--- src/rtl/liu_pkg.sv ---
// ----------------------------------------------------------------------------
// liu_pkg
// Shared constants and types for the linear interpolation upsampler.
// ----------------------------------------------------------------------------
package liu_pkg;

    localparam int SAMPLE_WIDTH = 16;
    localparam int MAX_FACTOR   = 16;

    localparam int FACTOR_W     = 13;
    localparam int PHASE_W      = 8;
    localparam int FACTOR_RESET = 512;
    localparam int FACTOR_MIN   = 256;
    localparam int FACTOR_MAX   = MAX_FACTOR * 256;

    localparam int DIFF_W    = SAMPLE_WIDTH + 1;
    localparam int GAP_W     = $clog2(MAX_FACTOR + 1);
    localparam int ACC_W     = DIFF_W + GAP_W;
    localparam int SPAN_W    = $clog2(FACTOR_MAX + 256);
    localparam int SUM_W     = ((FACTOR_W > SPAN_W) ? FACTOR_W : SPAN_W) + 1;
    localparam int DIV_CNT_W = $clog2(ACC_W + 1);

    typedef struct packed {
        logic busy;
        logic done;
    } div_status_t;

endpackage

--- src/rtl/linear_interp_upsampler_core.sv ---
// ----------------------------------------------------------------------------
// linear_interp_upsampler_core
// Fractional-factor linear interpolation upsampler for signed mono samples.
// ----------------------------------------------------------------------------
// Usage:
//   s_ channel takes one sample per transaction with a last flag. m_ channel
//   gives original and interpolated samples; m_last_of_run marks the final
//   result caused by one input. cfg_ channel writes the Q5.8 factor and is
//   always ready; write it only between streams or while idle.
//   Each input after the first of a stream yields g results (g = gap,
//   1..MAX_FACTOR): the previous sample, then g-1 interpolated values.
//   Every interpolated value comes from a bit-serial divider, and the
//   divider sets how long an input occupies the sequencer. An input that
//   only starts a stream is taken without giving a result. A last input
//   adds a final result, the sample itself.
//   Results pass through one output register, so the next input is taken
//   while the final result still waits. When m_ready is low the sequencer
//   holds in place until the output register frees up.
//   Reset (aresetn low, synchronous) sets the factor to 2.0, clears the
//   stream state and empties the output register.
// ----------------------------------------------------------------------------
module linear_interp_upsampler_core
    import liu_pkg::*;
(
    input  logic                           aclk,
    input  logic                           aresetn,
    input  logic                           cfg_valid,
    output logic                           cfg_ready,
    input  logic [FACTOR_W-1:0]            cfg_factor_q8,
    input  logic                           s_valid,
    output logic                           s_ready,
    input  logic signed [SAMPLE_WIDTH-1:0] s_sample_in,
    input  logic                           s_last_sample,
    output logic                           m_valid,
    input  logic                           m_ready,
    output logic signed [SAMPLE_WIDTH-1:0] m_sample_out,
    output logic                           m_last_of_run
);

    typedef enum logic [2:0] {
        ST_IDLE,
        ST_EMIT_PREV,
        ST_DIV,
        ST_EMIT_INT,
        ST_EMIT_CUR
    } state_t;

    state_t                   state_reg;
    logic [FACTOR_W-1:0]      factor_reg;
    logic [SAMPLE_WIDTH-1:0]  prev_reg;
    logic [SAMPLE_WIDTH-1:0]  cur_reg;
    logic                     last_reg;
    logic                     have_prev_reg;
    logic [PHASE_W-1:0]       phase_reg;
    logic [GAP_W-1:0]         g_reg;
    logic [GAP_W-1:0]         j_reg;
    logic signed [ACC_W-1:0]  diff_reg;
    logic signed [ACC_W-1:0]  acc_reg;
    logic                     div_start_reg;
    logic                     m_valid_reg;
    logic [SAMPLE_WIDTH-1:0]  m_sample_reg;
    logic                     m_last_reg;

    logic [SUM_W-1:0]         f_wide;
    logic [SUM_W-1:0]         f_clamp;
    logic [SUM_W-1:0]         phase_sum;
    logic [GAP_W-1:0]         g_next;
    logic signed [ACC_W-1:0]  diff_next;
    logic [ACC_W-1:0]         acc_mag;
    logic [ACC_W-1:0]         quotient;
    logic signed [ACC_W-1:0]  q_signed;
    logic signed [ACC_W-1:0]  interp_sum;
    logic [GAP_W-1:0]         j_inc;
    logic                     out_free;
    logic                     s_accept;
    div_status_t              div_status;

    assign cfg_ready = 1'b1;
    assign s_ready   = (state_reg == ST_IDLE);
    assign s_accept  = s_valid && s_ready;
    assign out_free  = !m_valid_reg || m_ready;

    always_comb begin
        f_wide = SUM_W'(factor_reg);
        if (f_wide < SUM_W'(FACTOR_MIN)) begin
            f_clamp = SUM_W'(FACTOR_MIN);
        end else if (f_wide > SUM_W'(FACTOR_MAX)) begin
            f_clamp = SUM_W'(FACTOR_MAX);
        end else begin
            f_clamp = f_wide;
        end
        phase_sum = SUM_W'(phase_reg) + f_clamp;
        g_next    = GAP_W'(phase_sum >> PHASE_W);
        diff_next = ACC_W'(signed'(s_sample_in)) - ACC_W'(signed'(prev_reg));
        acc_mag   = acc_reg[ACC_W-1] ? ACC_W'(-acc_reg) : ACC_W'(acc_reg);
        q_signed  = acc_reg[ACC_W-1] ? -signed'(quotient) : signed'(quotient);
        interp_sum = ACC_W'(signed'(prev_reg)) + q_signed;
        j_inc     = j_reg + 1'b1;
    end

    liu_divider u_div (
        .aclk     (aclk),
        .aresetn  (aresetn),
        .start    (div_start_reg),
        .dividend (acc_mag),
        .divisor  (g_reg),
        .quotient (quotient),
        .status   (div_status)
    );

    always_ff @(posedge aclk) begin
        if (cfg_valid && cfg_ready) begin
            factor_reg <= cfg_factor_q8;
        end
        if (!aresetn) begin
            factor_reg <= FACTOR_W'(FACTOR_RESET);
        end
    end

    always_ff @(posedge aclk) begin
        if (!aresetn) begin
            state_reg     <= ST_IDLE;
            prev_reg      <= '0;
            have_prev_reg <= 1'b0;
            phase_reg     <= '0;
            div_start_reg <= 1'b0;
            m_valid_reg   <= 1'b0;
        end else begin
            div_start_reg <= 1'b0;
            if (m_ready) begin
                m_valid_reg <= 1'b0;
            end
            unique case (state_reg)
                ST_IDLE: begin
                    if (s_accept) begin
                        cur_reg  <= s_sample_in;
                        last_reg <= s_last_sample;
                        if (have_prev_reg) begin
                            g_reg     <= g_next;
                            phase_reg <= phase_sum[PHASE_W-1:0];
                            diff_reg  <= diff_next;
                            acc_reg   <= diff_next;
                            j_reg     <= GAP_W'(1);
                            state_reg <= ST_EMIT_PREV;
                        end else begin
                            phase_reg <= '0;
                            prev_reg  <= s_sample_in;
                            if (s_last_sample) begin
                                state_reg <= ST_EMIT_CUR;
                            end else begin
                                have_prev_reg <= 1'b1;
                            end
                        end
                    end
                end
                ST_EMIT_PREV: begin
                    if (out_free) begin
                        m_valid_reg  <= 1'b1;
                        m_sample_reg <= prev_reg;
                        m_last_reg   <= (g_reg == GAP_W'(1)) && !last_reg;
                        if (g_reg != GAP_W'(1)) begin
                            div_start_reg <= 1'b1;
                            state_reg     <= ST_DIV;
                        end else if (last_reg) begin
                            state_reg <= ST_EMIT_CUR;
                        end else begin
                            prev_reg  <= cur_reg;
                            state_reg <= ST_IDLE;
                        end
                    end
                end
                ST_DIV: begin
                    if (div_status.done) begin
                        state_reg <= ST_EMIT_INT;
                    end
                end
                ST_EMIT_INT: begin
                    if (out_free) begin
                        m_valid_reg  <= 1'b1;
                        m_sample_reg <= interp_sum[SAMPLE_WIDTH-1:0];
                        m_last_reg   <= (j_inc == g_reg) && !last_reg;
                        if (j_inc != g_reg) begin
                            j_reg         <= j_inc;
                            acc_reg       <= acc_reg + diff_reg;
                            div_start_reg <= 1'b1;
                            state_reg     <= ST_DIV;
                        end else if (last_reg) begin
                            state_reg <= ST_EMIT_CUR;
                        end else begin
                            prev_reg  <= cur_reg;
                            state_reg <= ST_IDLE;
                        end
                    end
                end
                ST_EMIT_CUR: begin
                    if (out_free) begin
                        m_valid_reg   <= 1'b1;
                        m_sample_reg  <= cur_reg;
                        m_last_reg    <= 1'b1;
                        prev_reg      <= cur_reg;
                        have_prev_reg <= 1'b0;
                        phase_reg     <= '0;
                        state_reg     <= ST_IDLE;
                    end
                end
                default: begin
                    state_reg <= ST_IDLE;
                end
            endcase
        end
    end

    assign m_valid       = m_valid_reg;
    assign m_sample_out  = m_sample_reg;
    assign m_last_of_run = m_last_reg;

`ifndef SYNTHESIS
    // divider results only show up while the sequencer waits for them
    a_done_in_div: assert property (@(posedge aclk) disable iff (!aresetn)
        div_status.done |-> state_reg == ST_DIV)
        else $error("divider finished outside of divide state");

    // interpolation index stays below the gap
    a_j_below_gap: assert property (@(posedge aclk) disable iff (!aresetn)
        (state_reg == ST_DIV || state_reg == ST_EMIT_INT) |-> j_reg < g_reg)
        else $error("interpolation index reached the gap");

    // gap lies in 1..MAX_FACTOR while a run is emitted
    a_gap_range: assert property (@(posedge aclk) disable iff (!aresetn)
        (state_reg == ST_EMIT_PREV) |->
            (g_reg != '0 && g_reg <= GAP_W'(MAX_FACTOR)))
        else $error("gap out of range");

    // no stream open means no accumulated phase
    a_phase_idle: assert property (@(posedge aclk) disable iff (!aresetn)
        (!have_prev_reg && state_reg == ST_IDLE) |-> phase_reg == '0)
        else $error("phase left over with no stream open");

    // a pending result is never overwritten
    a_no_overwrite: assert property (@(posedge aclk) disable iff (!aresetn)
        (m_valid_reg && !m_ready) |=> $stable(m_sample_reg))
        else $error("pending output overwritten");
`endif

endmodule

--- src/rtl/liu_divider.sv ---
// ----------------------------------------------------------------------------
// liu_divider
// Bit-serial restoring divider: unsigned magnitude by the gap, one quotient
// bit per cycle.
// ----------------------------------------------------------------------------
module liu_divider
    import liu_pkg::*;
(
    input  logic             aclk,
    input  logic             aresetn,
    input  logic             start,
    input  logic [ACC_W-1:0] dividend,
    input  logic [GAP_W-1:0] divisor,
    output logic [ACC_W-1:0] quotient,
    output div_status_t      status
);

    logic [GAP_W-1:0]     rem_reg;
    logic [ACC_W-1:0]     quo_reg;
    logic [GAP_W-1:0]     div_reg;
    logic [DIV_CNT_W-1:0] cnt_reg;
    logic                 busy_reg;
    logic                 done_reg;

    logic [GAP_W:0]       shifted;
    logic                 ge;
    logic [GAP_W:0]       diff_w;
    logic [GAP_W-1:0]     rem_next;

    always_comb begin
        shifted  = {rem_reg, quo_reg[ACC_W-1]};
        ge       = (shifted >= {1'b0, div_reg});
        diff_w   = shifted - {1'b0, div_reg};
        rem_next = ge ? diff_w[GAP_W-1:0] : shifted[GAP_W-1:0];
    end

    always_ff @(posedge aclk) begin
        if (!aresetn) begin
            busy_reg <= 1'b0;
            done_reg <= 1'b0;
            cnt_reg  <= '0;
        end else if (start) begin
            quo_reg  <= dividend;
            rem_reg  <= '0;
            div_reg  <= divisor;
            cnt_reg  <= '0;
            busy_reg <= 1'b1;
            done_reg <= 1'b0;
        end else if (busy_reg) begin
            rem_reg <= rem_next;
            quo_reg <= {quo_reg[ACC_W-2:0], ge};
            cnt_reg <= cnt_reg + 1'b1;
            if (cnt_reg == DIV_CNT_W'(ACC_W - 1)) begin
                busy_reg <= 1'b0;
                done_reg <= 1'b1;
            end
        end else begin
            done_reg <= 1'b0;
        end
    end

    assign quotient    = quo_reg;
    assign status.busy = busy_reg;
    assign status.done = done_reg;

endmodule

--- config.mk ---
export PLATFORM = sky130hd
export DESIGN_NAME = linear_interp_upsampler_core
export DESIGN_NICKNAME = d
export VERILOG_FILES = /design/src/rtl/liu_pkg.sv /design/src/rtl/linear_interp_upsampler_core.sv /design/src/rtl/liu_divider.sv
export SDC_FILE = /design/constraint.sdc
export NUM_CORES = 1
export LEC_CHECK = 0
export CORE_MARGIN = 2
export CORE_UTILIZATION = 65
export CTS_CLUSTER_SIZE = 12
export DETAILED_ROUTE_END_ITERATION = 16
export DONT_BUFFER_PORTS = 1
export GPL_TIMING_DRIVEN = 1
export PLACE_DENSITY_LB_ADDON = 0.05
export SETUP_SLACK_MARGIN = 0.3
export SLEW_MARGIN = 15
export SYNTH_ARGS = -nofsm -noshare
export SYNTH_HDL_FRONTEND = slang
export SYNTH_SLANG_ARGS = --single-unit
--- constraint.sdc ---
create_clock -name aclk -period 7.8 [get_ports aclk]
set_input_delay 1.56 -clock aclk [delete_from_list [all_inputs] [get_ports aclk]]
set_output_delay 1.56 -clock aclk [all_outputs]
set_load 0.1 [all_outputs]
==> metrics.txt, run 1 <==
Sw Share 33.4%; worst-margin pin slew 1.13 ns; # resized after CTS 0; vias in the first global route 7,772; Synth Instances 1,075; via count 8,005; pwr dens 235 nW/µm²; number of synthesized flops with an enable pin 115; clock root cell clkbuf_16; min-delay src phase_reg[6]$_SDFFE_PN0P_; cell internal pwr 0.00178 W; Switch Pwr 0.000893 W; xor-xnor portion of the synthesized cell area 8.08%; Clock Latency Late Sink 0.43 ns; # diodes 0; wire per inst 18.2 µm; gp weighted congestion 0.889; CP arrival 4.02 ns; largest net degree at the start of global routing 49; Post-CTS Setup Repair Bufs 0; Comb power frac 26.9%; crit path launch type register; sequential power share 42.8%; WHS 0.511 ns; final number of setup-violating endpoints 0; share of cells above drive strength 1 6.85%; Crit Path Class register to register; Non-Filler Instances 1,297; Peak Freq 261 MHz; Max rail drop VDD 0.000186 V; Syn Area/Cell 9.82 µm²; Synth Area in Adders 9.60%; Setup TNS 0 ns; multiplexer share of the synthesized area 3.10%; most common cell after layout, fill and taps aside edfxtp_1; Async S/R FF share, synth 0%; Hold-fix buffers, CTS 0; post-route setup slack 3.96 ns; Worst-path clk slew 0.07 ns; RSZ-0062 raised after global routing false; Layout Area Growth over Synthesis 7.59%; initial antenna violation count 0; most used routing layer in global routing met2; HP Class register to register; Final ANT Viol Nets 0; YS warnings 0; Rows 46; total track usage 27.5%; Synth Net Count 1,188; first-pass GRT wire length 37.9 mm; grt ovf 0; WP data required 7.98 ns; Post-DP HPWL 16.8 mm; largest family of logic cells by synthesized area compound AO/OA/AOI/OAI gates; Core Region 15,900 µm²; final hold viol count 0; Register Area 4450 µm²; reg2reg path depth 14; Synth Area in Compound Gates 18.3%; DR iter-0 viols 552; pre-CTS WS 4.05 ns; Reg2Reg Launch Point u_div.quotient[0]$_DFFE_PP_; hold path depth 1; via/cell ratio 6.17; nature of the critical path endpoint register; Die ar. 17,300 µm²; M1 GR Usage 33.4%; register area share after synthesis 42.2%; Initial Utilization 66.5%; leakage 4.53 nW; Die X 131 µm; fin util 71.5%; I/O pin total 55; clock tree from TritonCTS done; H-Tree Depth 4; Post-synth top flop edfxtp_1; deepest clock path buffer count 2; area occupied by multi-input gates 5750 µm²; reg-to-reg endpoint m_sample_out[15]$_DFFE_PP_; GR met2 Demand/Resource 47.8%; status finished, final reports clean; met3 Use GR 5.90%; IO Port Bufs 0; drt first pass iters 5; Synth Area in Simple Gates 15.2%; DRC Markers 0; fin. max-slew vios 0; Final min period 3.84 ns; hold endpoint phase_reg[6]$_SDFFE_PN0P_; final wirelength 23.6 mm; post-synth cell types 70; fillers 1,237; Worst Path Max Fanout 5; TritonCTS buffer count 17; Max Clock Skew 0.00740 ns; most frequent cells in the layout edfxtp_1, o21ai_0, nand2_1, nor2_1, ha_1; final worst path period share 49.2%; Final Net Count 1,181; R2R Setup Slk 3.96 ns; clock sink total 165; DP Cell Count 1,265; Slew headroom 25.0%; Mapped Area 10,600 µm²; number of max-cap violations 0; Yosys reg bits 165; chip height 131 µm; clock power share 30.3%
worst max path at each step:
| stage | depth (start not counted) | to | startpoint | slack [ns] |
|---|---|---|---|---|
| final | 14 | m_sample_out[15]$_DFFE_PP_ | u_div.quotient[0]$_DFFE_PP_ | 3.96 |
| after global routing | 14 | m_sample_out[15]$_DFFE_PP_ | u_div.quotient[1]$_DFFE_PP_ | 3.71 |
| after CTS | 14 | m_sample_out[15]$_DFFE_PP_ | u_div.quotient[0]$_DFFE_PP_ | 4.01 |
| after detailed placement | 14 | m_sample_out[15]$_DFFE_PP_ | u_div.quotient[0]$_DFFE_PP_ | 4.05 |
| after global placement | 14 | m_sample_out[15]$_DFFE_PP_ | u_div.quotient[0]$_DFFE_PP_ | 4.09 |
| after floorplan | 5 | acc_reg[0]$_DFFE_PP_ | state_reg[1]$_SDFFE_PN0P_ | 2.66 |
cell usage after synthesis, types with 17 or more instances:
cell type | instances | area, µm²
o211a_1 | 17 | 170
o21ai_0 | 84 | 420
nand2_1 | 79 | 297
dfxtp_1 | 50 | 1000
ha_1 | 73 | 913
nor2b_1 | 31 | 194
nand3_1 | 32 | 160
nor3_1 | 20 | 100
nor2_1 | 76 | 285
xnor2_1 | 47 | 412
nand2b_1 | 18 | 113
edfxtp_1 | 115 | 3450
clkbuf_1 | 29 | 109
xor2_1 | 45 | 394
mux2i_1 | 17 | 170
a21oi_1 | 57 | 285
a21o_1 | 23 | 173
inv_1 | 55 | 206
final cells by class:
cell class                      instances  area share [%]
Clock buffer                           18            3.78
Clock inverter                         14            1.11
Inverter                               55            1.82
Multi-Input combinational cell        815            50.6
Sequential cell                       165            39.2
Tap cell                              216            2.38
Timing Repair Buffer                   14            1.10
power by group through the flow:
stage | sequential, W | clock [W] | combinational, W
5_1_grt | 0.00115 | 0.000847 | 0.000795
2_1_floorplan | 0.00114 | 0 | 0.000556
4_1_cts | 0.00114 | 0.000819 | 0.000715
3_3_place_gp | 0.00116 | 0 | 0.000694
6_report | 0.00114 | 0.000809 | 0.000719
3_5_place_dp | 0.00116 | 0 | 0.000708
through the flow:
stage / cell area (µm²) / total power (W)
after detailed placement: 10800 / 0.00187
after floorplan: 10600 / 0.00169
after global routing: 11400 / 0.00279
final: 11400 / 0.00267
after CTS: 11400 / 0.00268
after global placement: 10800 / 0.00185
worst max-delay path, cell delays in order, from the launching register on:
cell,delay [ns]
edfxtp_1,0.47
inv_1,0.10
ha_1,0.17
nand2_1,0.07
or3_1,0.33
o31ai_1,0.59
nand2_1,0.13
xor2_1,0.19
ha_1,0.24
or3_1,0.36
a211oi_1,0.24
o21bai_1,0.17
o31ai_1,0.28
xnor2_1,0.16
o21ai_1,0.07
cell families (layout without fill, tap and decap cells):
group,Yosys count,after routing
adders and majority gates,78,78
AOI/OAI and AO/OA,292,292
buffers and inverters,95,101
other,1,1
muxes,31,31
xor gates and xnor gates,94,94
and+or+nand+nor,319,319
DFF,165,165
layer usage:
| layer | routed length, µm | part of all wire [%] |
|---|---|---|
| met3 | 1210 | 5.1 |
| met1 | 9890 | 42 |
| met4 | 697 | 3.0 |
| met2 | 11800 | 50 |
| met5 | 0 | 0 |
Power figures use the tool's default switching activity.
==> run 2, diff against run 1 <==
==> constraint.sdc (replaced) <==
create_clock -name aclk -period 3.8 [get_ports aclk]
set_input_delay 0.76 -clock aclk [delete_from_list [all_inputs] [get_ports aclk]]
set_output_delay 0.76 -clock aclk [all_outputs]
set_load 0.1 [all_outputs]
==> run 2 against run 1 <==
Compared with the run above: global-route usage increased by 0.79 points; clock power increased by 99%; count of clock-buffer cells in the layout is 1 higher; non-clock buffer count is 17 higher; final cell count rose by 1.3%; sequential cell count stayed put; cell area grew 1.7%; critical path depth down 2; register-to-register slack worse by 3.7 ns; routed wire length is 3.0% higher; sequential share of layout area shrank 0.67 points; core utilization rose by 1.2 points; critical path type unchanged; largest cell class unchanged; largest power group unchanged; highest routed layer unchanged.
==> metrics.txt, run 2 (synthesis gave the netlist of run 1 again) <==
status finished, final reports clean; gp weighted congestion 0.906 (+2.0%); leakage 4.63 nW (+2.1%); Final min period 3.51 ns (-0.328 ns); final wirelength 24.3 mm (+3.0%); clock root cell clkbuf_16; crit-path max cell delay 0.55 ns (-0.04 ns); Crit Path Class register to register; crit path launch type register; fin. max-slew vios 0 (unchanged); TritonCTS buffer count 17 (unchanged); vias in the first global route 8,050 (+3.6%); initial antenna violation count 0 (unchanged); IO Port Bufs 0 (unchanged); Worst-path clk slew 0.07 ns (about the same); Area after DPL 10,800 µm² (+0.22%); final hold viol count 0 (unchanged); wire per inst 18.5 µm (+1.7%); # diodes 0 (unchanged); drt first pass iters 7 (+2); Layout Area Growth over Synthesis 9.45%; Peak Freq 285 MHz (+9.3%); chip height 131 µm (unchanged); number of max-cap violations 0 (unchanged); Reg2Reg Launch Point u_div.quotient[1]$_DFFE_PP_; area occupied by multi-input gates 5850 µm² (+1.7%); Rows 46 (unchanged); cell family with most CP delay simple AND/OR/NAND/NOR gates; DRC Markers 0 (unchanged); clock sink total 165 (unchanged); H-Tree Depth 4 (unchanged); Worst Path Max Fanout 5 (unchanged); clock power share 29.4% (-0.9 points); via count 8,159 (+1.9%); fillers 1,248 (+0.89%); cell internal pwr 0.00361 W (+100%); CP arrival 3.68 ns (-0.34 ns); sequential power share 42.8% (about the same); Core Region 15,900 µm² (unchanged); most common cell after layout, fill and taps aside edfxtp_1; Die ar. 17,300 µm² (unchanged); min-delay src aresetn; Die X 131 µm (unchanged); final number of setup-violating endpoints 0 (unchanged); nature of the critical path endpoint register; Initial Utilization 66.5% (unchanged); share of cells above drive strength 1 9.47% (+2.6 points); Setup TNS 0 ns (unchanged); Max rail drop VDD 0.000340 V (+83%); Worst path most repeated cell xnor2_1; Non-Filler Instances 1,314 (+1.3%); grt ovf 0 (unchanged); worst-margin pin slew 0.952 ns (-0.173 ns); Sw Share 34.0% (+0.58 points); Register Area 4450 µm² (unchanged); I/O pin total 55 (unchanged); Post-DP HPWL 16.9 mm (+0.40%); first-pass GRT wire length 39.3 mm (+3.8%); CP max-delay cell or4_4; clock tree from TritonCTS done; largest net degree at the start of global routing 49 (unchanged); WP data required 3.97 ns (-4.01 ns); DP Cell Count 1,270 (+0.40%); DR iter-0 viols 622 (+13%); Buf+Inv Stages, Crit Path 0 (-1); total track usage 28.3% (+0.79 points); post-route setup slack 0.291 ns (-3.67 ns); RSZ-0062 raised after global routing true; Final Net Count 1,198 (+1.4%); Switch Pwr 0.00186 W (+110%); Final ANT Viol Nets 0 (unchanged); final worst path period share 92.3% (+43 points); via/cell ratio 6.21 (+0.61%); Clock Latency Late Sink 0.44 ns (about the same); Comb power frac 27.8% (+0.9 points); Slew headroom 36.4% (+11 points); pre-CTS WS 0.217 ns (-3.83 ns); Max Clock Skew 0.0138 ns (+0.00637 ns); HP Class primary input to register; deepest clock path buffer count 2 (unchanged); most frequent cells in the layout edfxtp_1, o21ai_0, nand2_1, nor2_1, ha_1; pwr dens 473 nW/µm² (+100%); post-route cell area 11,600 µm² (+1.7%); Crit. Startpoint u_div.quotient[1]$_DFFE_PP_; crit path cell chain or4_4, nor4_4, nand2b_2, o41ai_2, xnor2_1, ha_1, or4_1, o211ai_1, o21bai_1, o31ai_1, xnor2_1, o21ai_1
-- run 2: worst register-to-register path, cell delays in order (launching register included) --
cell      delay (ns)
edfxtp_1        0.43
or4_4           0.56
nor4_4          0.17
nand2b_2        0.15
o41ai_2         0.28
xnor2_1         0.13
ha_1            0.25
or4_1           0.53
o211ai_1        0.12
o21bai_1        0.13
o31ai_1         0.31
xnor2_1         0.15
o21ai_1         0.06
-- run 2: repair_timing --
action | in CTS | in global routing
endpoints found under the setup margin | 5 | 10
hold buffers | 0 | 0
gates resized for setup | 3 | 15
pin swaps | 0 | 8
setup buffers | 3 | 9
-- run 2: per-stage QoR --
| step | total power (W) | util (%) | hold WS, ns |
|---|---|---|---|
| floorplan | 0.00348 | - | 0.472 |
| global placement | 0.00379 | 68.2 | 0.495 |
| detailed placement | 0.00382 | 68.2 | 0.496 |
| CTS | 0.00543 | 71.8 | 0.384 |
| global route | 0.00573 | 72.8 | 0.381 |
| finish | 0.00547 | 72.8 | 0.394 |
-- run 2: layer usage --
layer	vias up	track usage, %	wire length [µm]
li1	3966	-	-
met2	234	49.5	12300
met4	0	11.1	617
met1	3908	34.1	10100
met3	51	5.86	1260
met5	-	0	0
-- run 2: layout make-up --
class | instances | area share, %
Sequential cell | 165 | 38.5
Tap cell | 216 | 2.34
Multi-Input combinational cell | 815 | 50.6
Clock inverter | 13 | 0.898
Clock buffer | 19 | 3.75
Inverter | 55 | 1.79
Timing Repair Buffer | 31 | 2.12
-- run 2: power groups by stage --
stage | logic (W) | clock network [W] | registers, W
2_1_floorplan | 0.00114 | 0 | 0.00234
4_1_cts | 0.00147 | 0.00162 | 0.00234
5_1_grt | 0.00169 | 0.00169 | 0.00235
6_report | 0.00152 | 0.00161 | 0.00234
3_3_place_gp | 0.00142 | 0 | 0.00238
3_5_place_dp | 0.00144 | 0 | 0.00238
-- run 2: worst paths after layout --
| kind | to | slack (ns) | cells after the start |
|---|---|---|---|
| setup / recovery | m_sample_out[15]$_DFFE_PP_ | 0.29 | 12 |
| hold / removal | factor_reg[9]$_SDFFE_PN1P_ | 0.39 | 1 |
| setup reg to reg | m_sample_out[15]$_DFFE_PP_ | 0.29 | 12 |
| hold reg to reg | phase_reg[5]$_SDFFE_PN0P_ | 0.51 | 1 |
==> run 3, diff against run 2 <==
--- a/config.mk
+++ b/config.mk
@@ -11,9 +11,12 @@
 export DETAILED_ROUTE_END_ITERATION = 16
 export DONT_BUFFER_PORTS = 1
 export GPL_TIMING_DRIVEN = 1
+export MAX_ROUTING_LAYER = met4
 export PLACE_DENSITY_LB_ADDON = 0.05
 export SETUP_SLACK_MARGIN = 0.3
 export SLEW_MARGIN = 15
 export SYNTH_ARGS = -nofsm -noshare
 export SYNTH_HDL_FRONTEND = slang
+export SYNTH_HIERARCHICAL = 1
 export SYNTH_SLANG_ARGS = --single-unit
+export TNS_END_PERCENT = 10
==> run 3 against run 2 <==
Compared with the run above: clock skew down 0.0045 ns; cell area about the same; power down 6.3%; sequential share of layout area about the same; final cell count down 2.6%; synthesized area up 1.0%; sequential cell count unchanged; core utilization down 0.31 points; setup slack better by 0.17 ns; count of clock-buffer cells in the layout up 6.
==> metrics.txt, run 3 <==
status finished, final reports clean; Synth Instances 1,055 (-1.9%); worst-margin pin slew 0.997 ns (+0.0445 ns); drt first pass iters 5 (-2); via count 8,000 (-1.9%); clock root cell clkbuf_16; Final ANT Viol Nets 0 (unchanged); final hold viol count 0 (unchanged); initial antenna violation count 0 (unchanged); H-Tree Depth 4 (unchanged); Core Region 15,900 µm² (+0.36%); TritonCTS buffer count 17 (unchanged); gp weighted congestion 0.944 (+4.1%); crit path launch type register; pre-CTS WS 0.416 ns (+0.199 ns); Hold-fix buffers, CTS 0 (unchanged); Post-CTS Setup Repair Bufs 0 (-3); DR iter-0 viols 726 (+17%); most used routing layer in global routing met1; vias in the first global route 7,570 (-6.0%); GR met2 Demand/Resource 40.7% (-8.8 points); Final Net Count 1,162 (-3.0%); final wirelength 23.8 mm (-2.3%); CP max-delay cell edfxtp_1; deepest clock path buffer count 2 (unchanged); Setup TNS 0 ns (unchanged); DRC Markers 0 (unchanged); nature of the critical path endpoint register; IO Port Bufs 0 (unchanged); Comb power frac 21.9% (-5.9 points); wire per inst 18.6 µm (+0.25%); HP Class primary input to register; final worst path period share 87.8% (-4.6 points); Sw Share 29.7% (-4.3 points); crit-path max cell delay 0.49 ns (-0.06 ns); DP Cell Count 1,248 (-1.7%); Die ar. 17,500 µm² (+1.0%); Syn Area/Cell 10.1 µm² (+3.0%); clock sink total 165 (unchanged); most frequent cells in the layout edfxtp_1, nand2_1, ha_1, xnor2_1, o21ai_0; # diodes 0 (unchanged); largest net degree at the start of global routing 50 (+2.0%); Max rail drop VDD 0.000400 V (+18%); met3 Use GR 5.61% (-0.25 points); Final min period 3.33 ns (-0.174 ns); Clock Latency Late Sink 0.44 ns (about the same); crit path cell chain nor4_4, nand2b_1, nor2_1, nand2_1, or2_2, o21ai_0, xnor2_1, ha_1, nand4_1, o221ai_1, a21oi_1, mux2_2, o21ai_0; number of max-cap violations 0 (unchanged); Rows 46 (unchanged); Area after DPL 10,900 µm² (+0.76%); RSZ-0062 raised after global routing true; leakage 4.53 nW (-2.1%); Initial Utilization 66.9% (+0.45 points); WP data required 4.09 ns (+0.12 ns); first-pass GRT wire length 38.3 mm (-2.5%); YS warnings 6 (+6); Switch Pwr 0.00152 W (-18%); clock power share 34.9% (+5.5 points); Crit Path Class register to register; via/cell ratio 6.25 (+0.66%); share of cells above drive strength 1 9.68% (+0.21 points); Non-Filler Instances 1,280 (-2.6%); Slew headroom 33.5% (-3.0 points); Peak Freq 300 MHz (+5.2%); Worst-path clk slew 0.06 ns (about the same); Layout Area Growth over Synthesis 8.25%; Synth Net Count 1,166 (-1.9%); Worst path most repeated cell o21ai_0; Max Clock Skew 0.00929 ns (-0.00448 ns); total track usage 28.5% (+0.25 points); M1 GR Usage 40.8% (+6.7 points); cell internal pwr 0.00360 W (-0.15%); CP arrival 3.62 ns (-0.06 ns); post-route setup slack 0.465 ns (+0.174 ns); final number of setup-violating endpoints 0 (unchanged); pwr dens 444 nW/µm² (-6.2%); post-route cell area 11,600 µm² (about the same); Post-DP HPWL 16.8 mm (-0.55%); # resized after CTS 0 (-3); I/O pin total 55 (unchanged); Die X 132 µm (+0.50%); Mapped Area 10,700 µm² (+1.0%); fin. max-slew vios 0 (unchanged); most common cell after layout, fill and taps aside edfxtp_1; grt ovf 0 (unchanged); sequential power share 43.2% (+0.4 points); chip height 132 µm (+0.50%); clock tree from TritonCTS done; Worst Path Max Fanout 6 (+1)
==> run 3: power groups by stage <==
stage,clock network (W),logic (W),registers [W]
final,0.00179,0.00112,0.00221
after global routing,0.00187,0.00124,0.00222
after CTS,0.00181,0.00111,0.00221
after detailed placement,0,0.00109,0.00225
after global placement,0,0.00108,0.00225
after floorplan,0,0.000885,0.00222
==> run 3: layout make-up <==
class                   instances  area [µm²]
clock inverters                 7        46.3
repair buffers                 18         135
fillers                      1173        4390
clock buffers                  25         572
flip-flops and latches        165        4450
multi-input cells             794        5870
inverters                      55         206
well taps                     216         270
==> run 3: worst paths after layout <==
check / cells past startpoint / from / end / slack (ns)
worst max-delay path: 13 / u_div/quotient[4]$_DFFE_PP_ / m_sample_out[13]$_DFFE_PP_ / 0.47
worst min-delay path: 1 / aresetn / factor_reg[9]$_SDFFE_PN1P_ / 0.40
worst max register to register: 13 / u_div/quotient[4]$_DFFE_PP_ / m_sample_out[13]$_DFFE_PP_ / 0.47
worst min register to register: 2 / phase_reg[2]$_SDFFE_PN0P_ / phase_reg[2]$_SDFFE_PN0P_ / 0.48
==> run 3: routing by layer <==
layer  up-vias  share of wire, %
met3        28               7.6
met4         0               1.6
met1      3772                48
met2       304                43
li1       3896                 -
met5         -                 0
==> run 3: critical path, delay by kind of cell, from the launching register on <==
family          cells  cell delay [ns]
simple gates        6             1.08
mux                 1             0.35
compound gates      4             0.77
flops               1             0.49
xor+xnor            1             0.18
fa+ha+maj           1             0.33
==> run 3: per-stage QoR <==
stage	hold WS (ns)	util [%]	total power (W)
CTS	0.380	72.3	0.00514
finish	0.399	72.5	0.00513
global route	0.396	72.5	0.00534
floorplan	0.445	-	0.00310
global placement	0.463	68.5	0.00333
detailed placement	0.472	68.5	0.00334
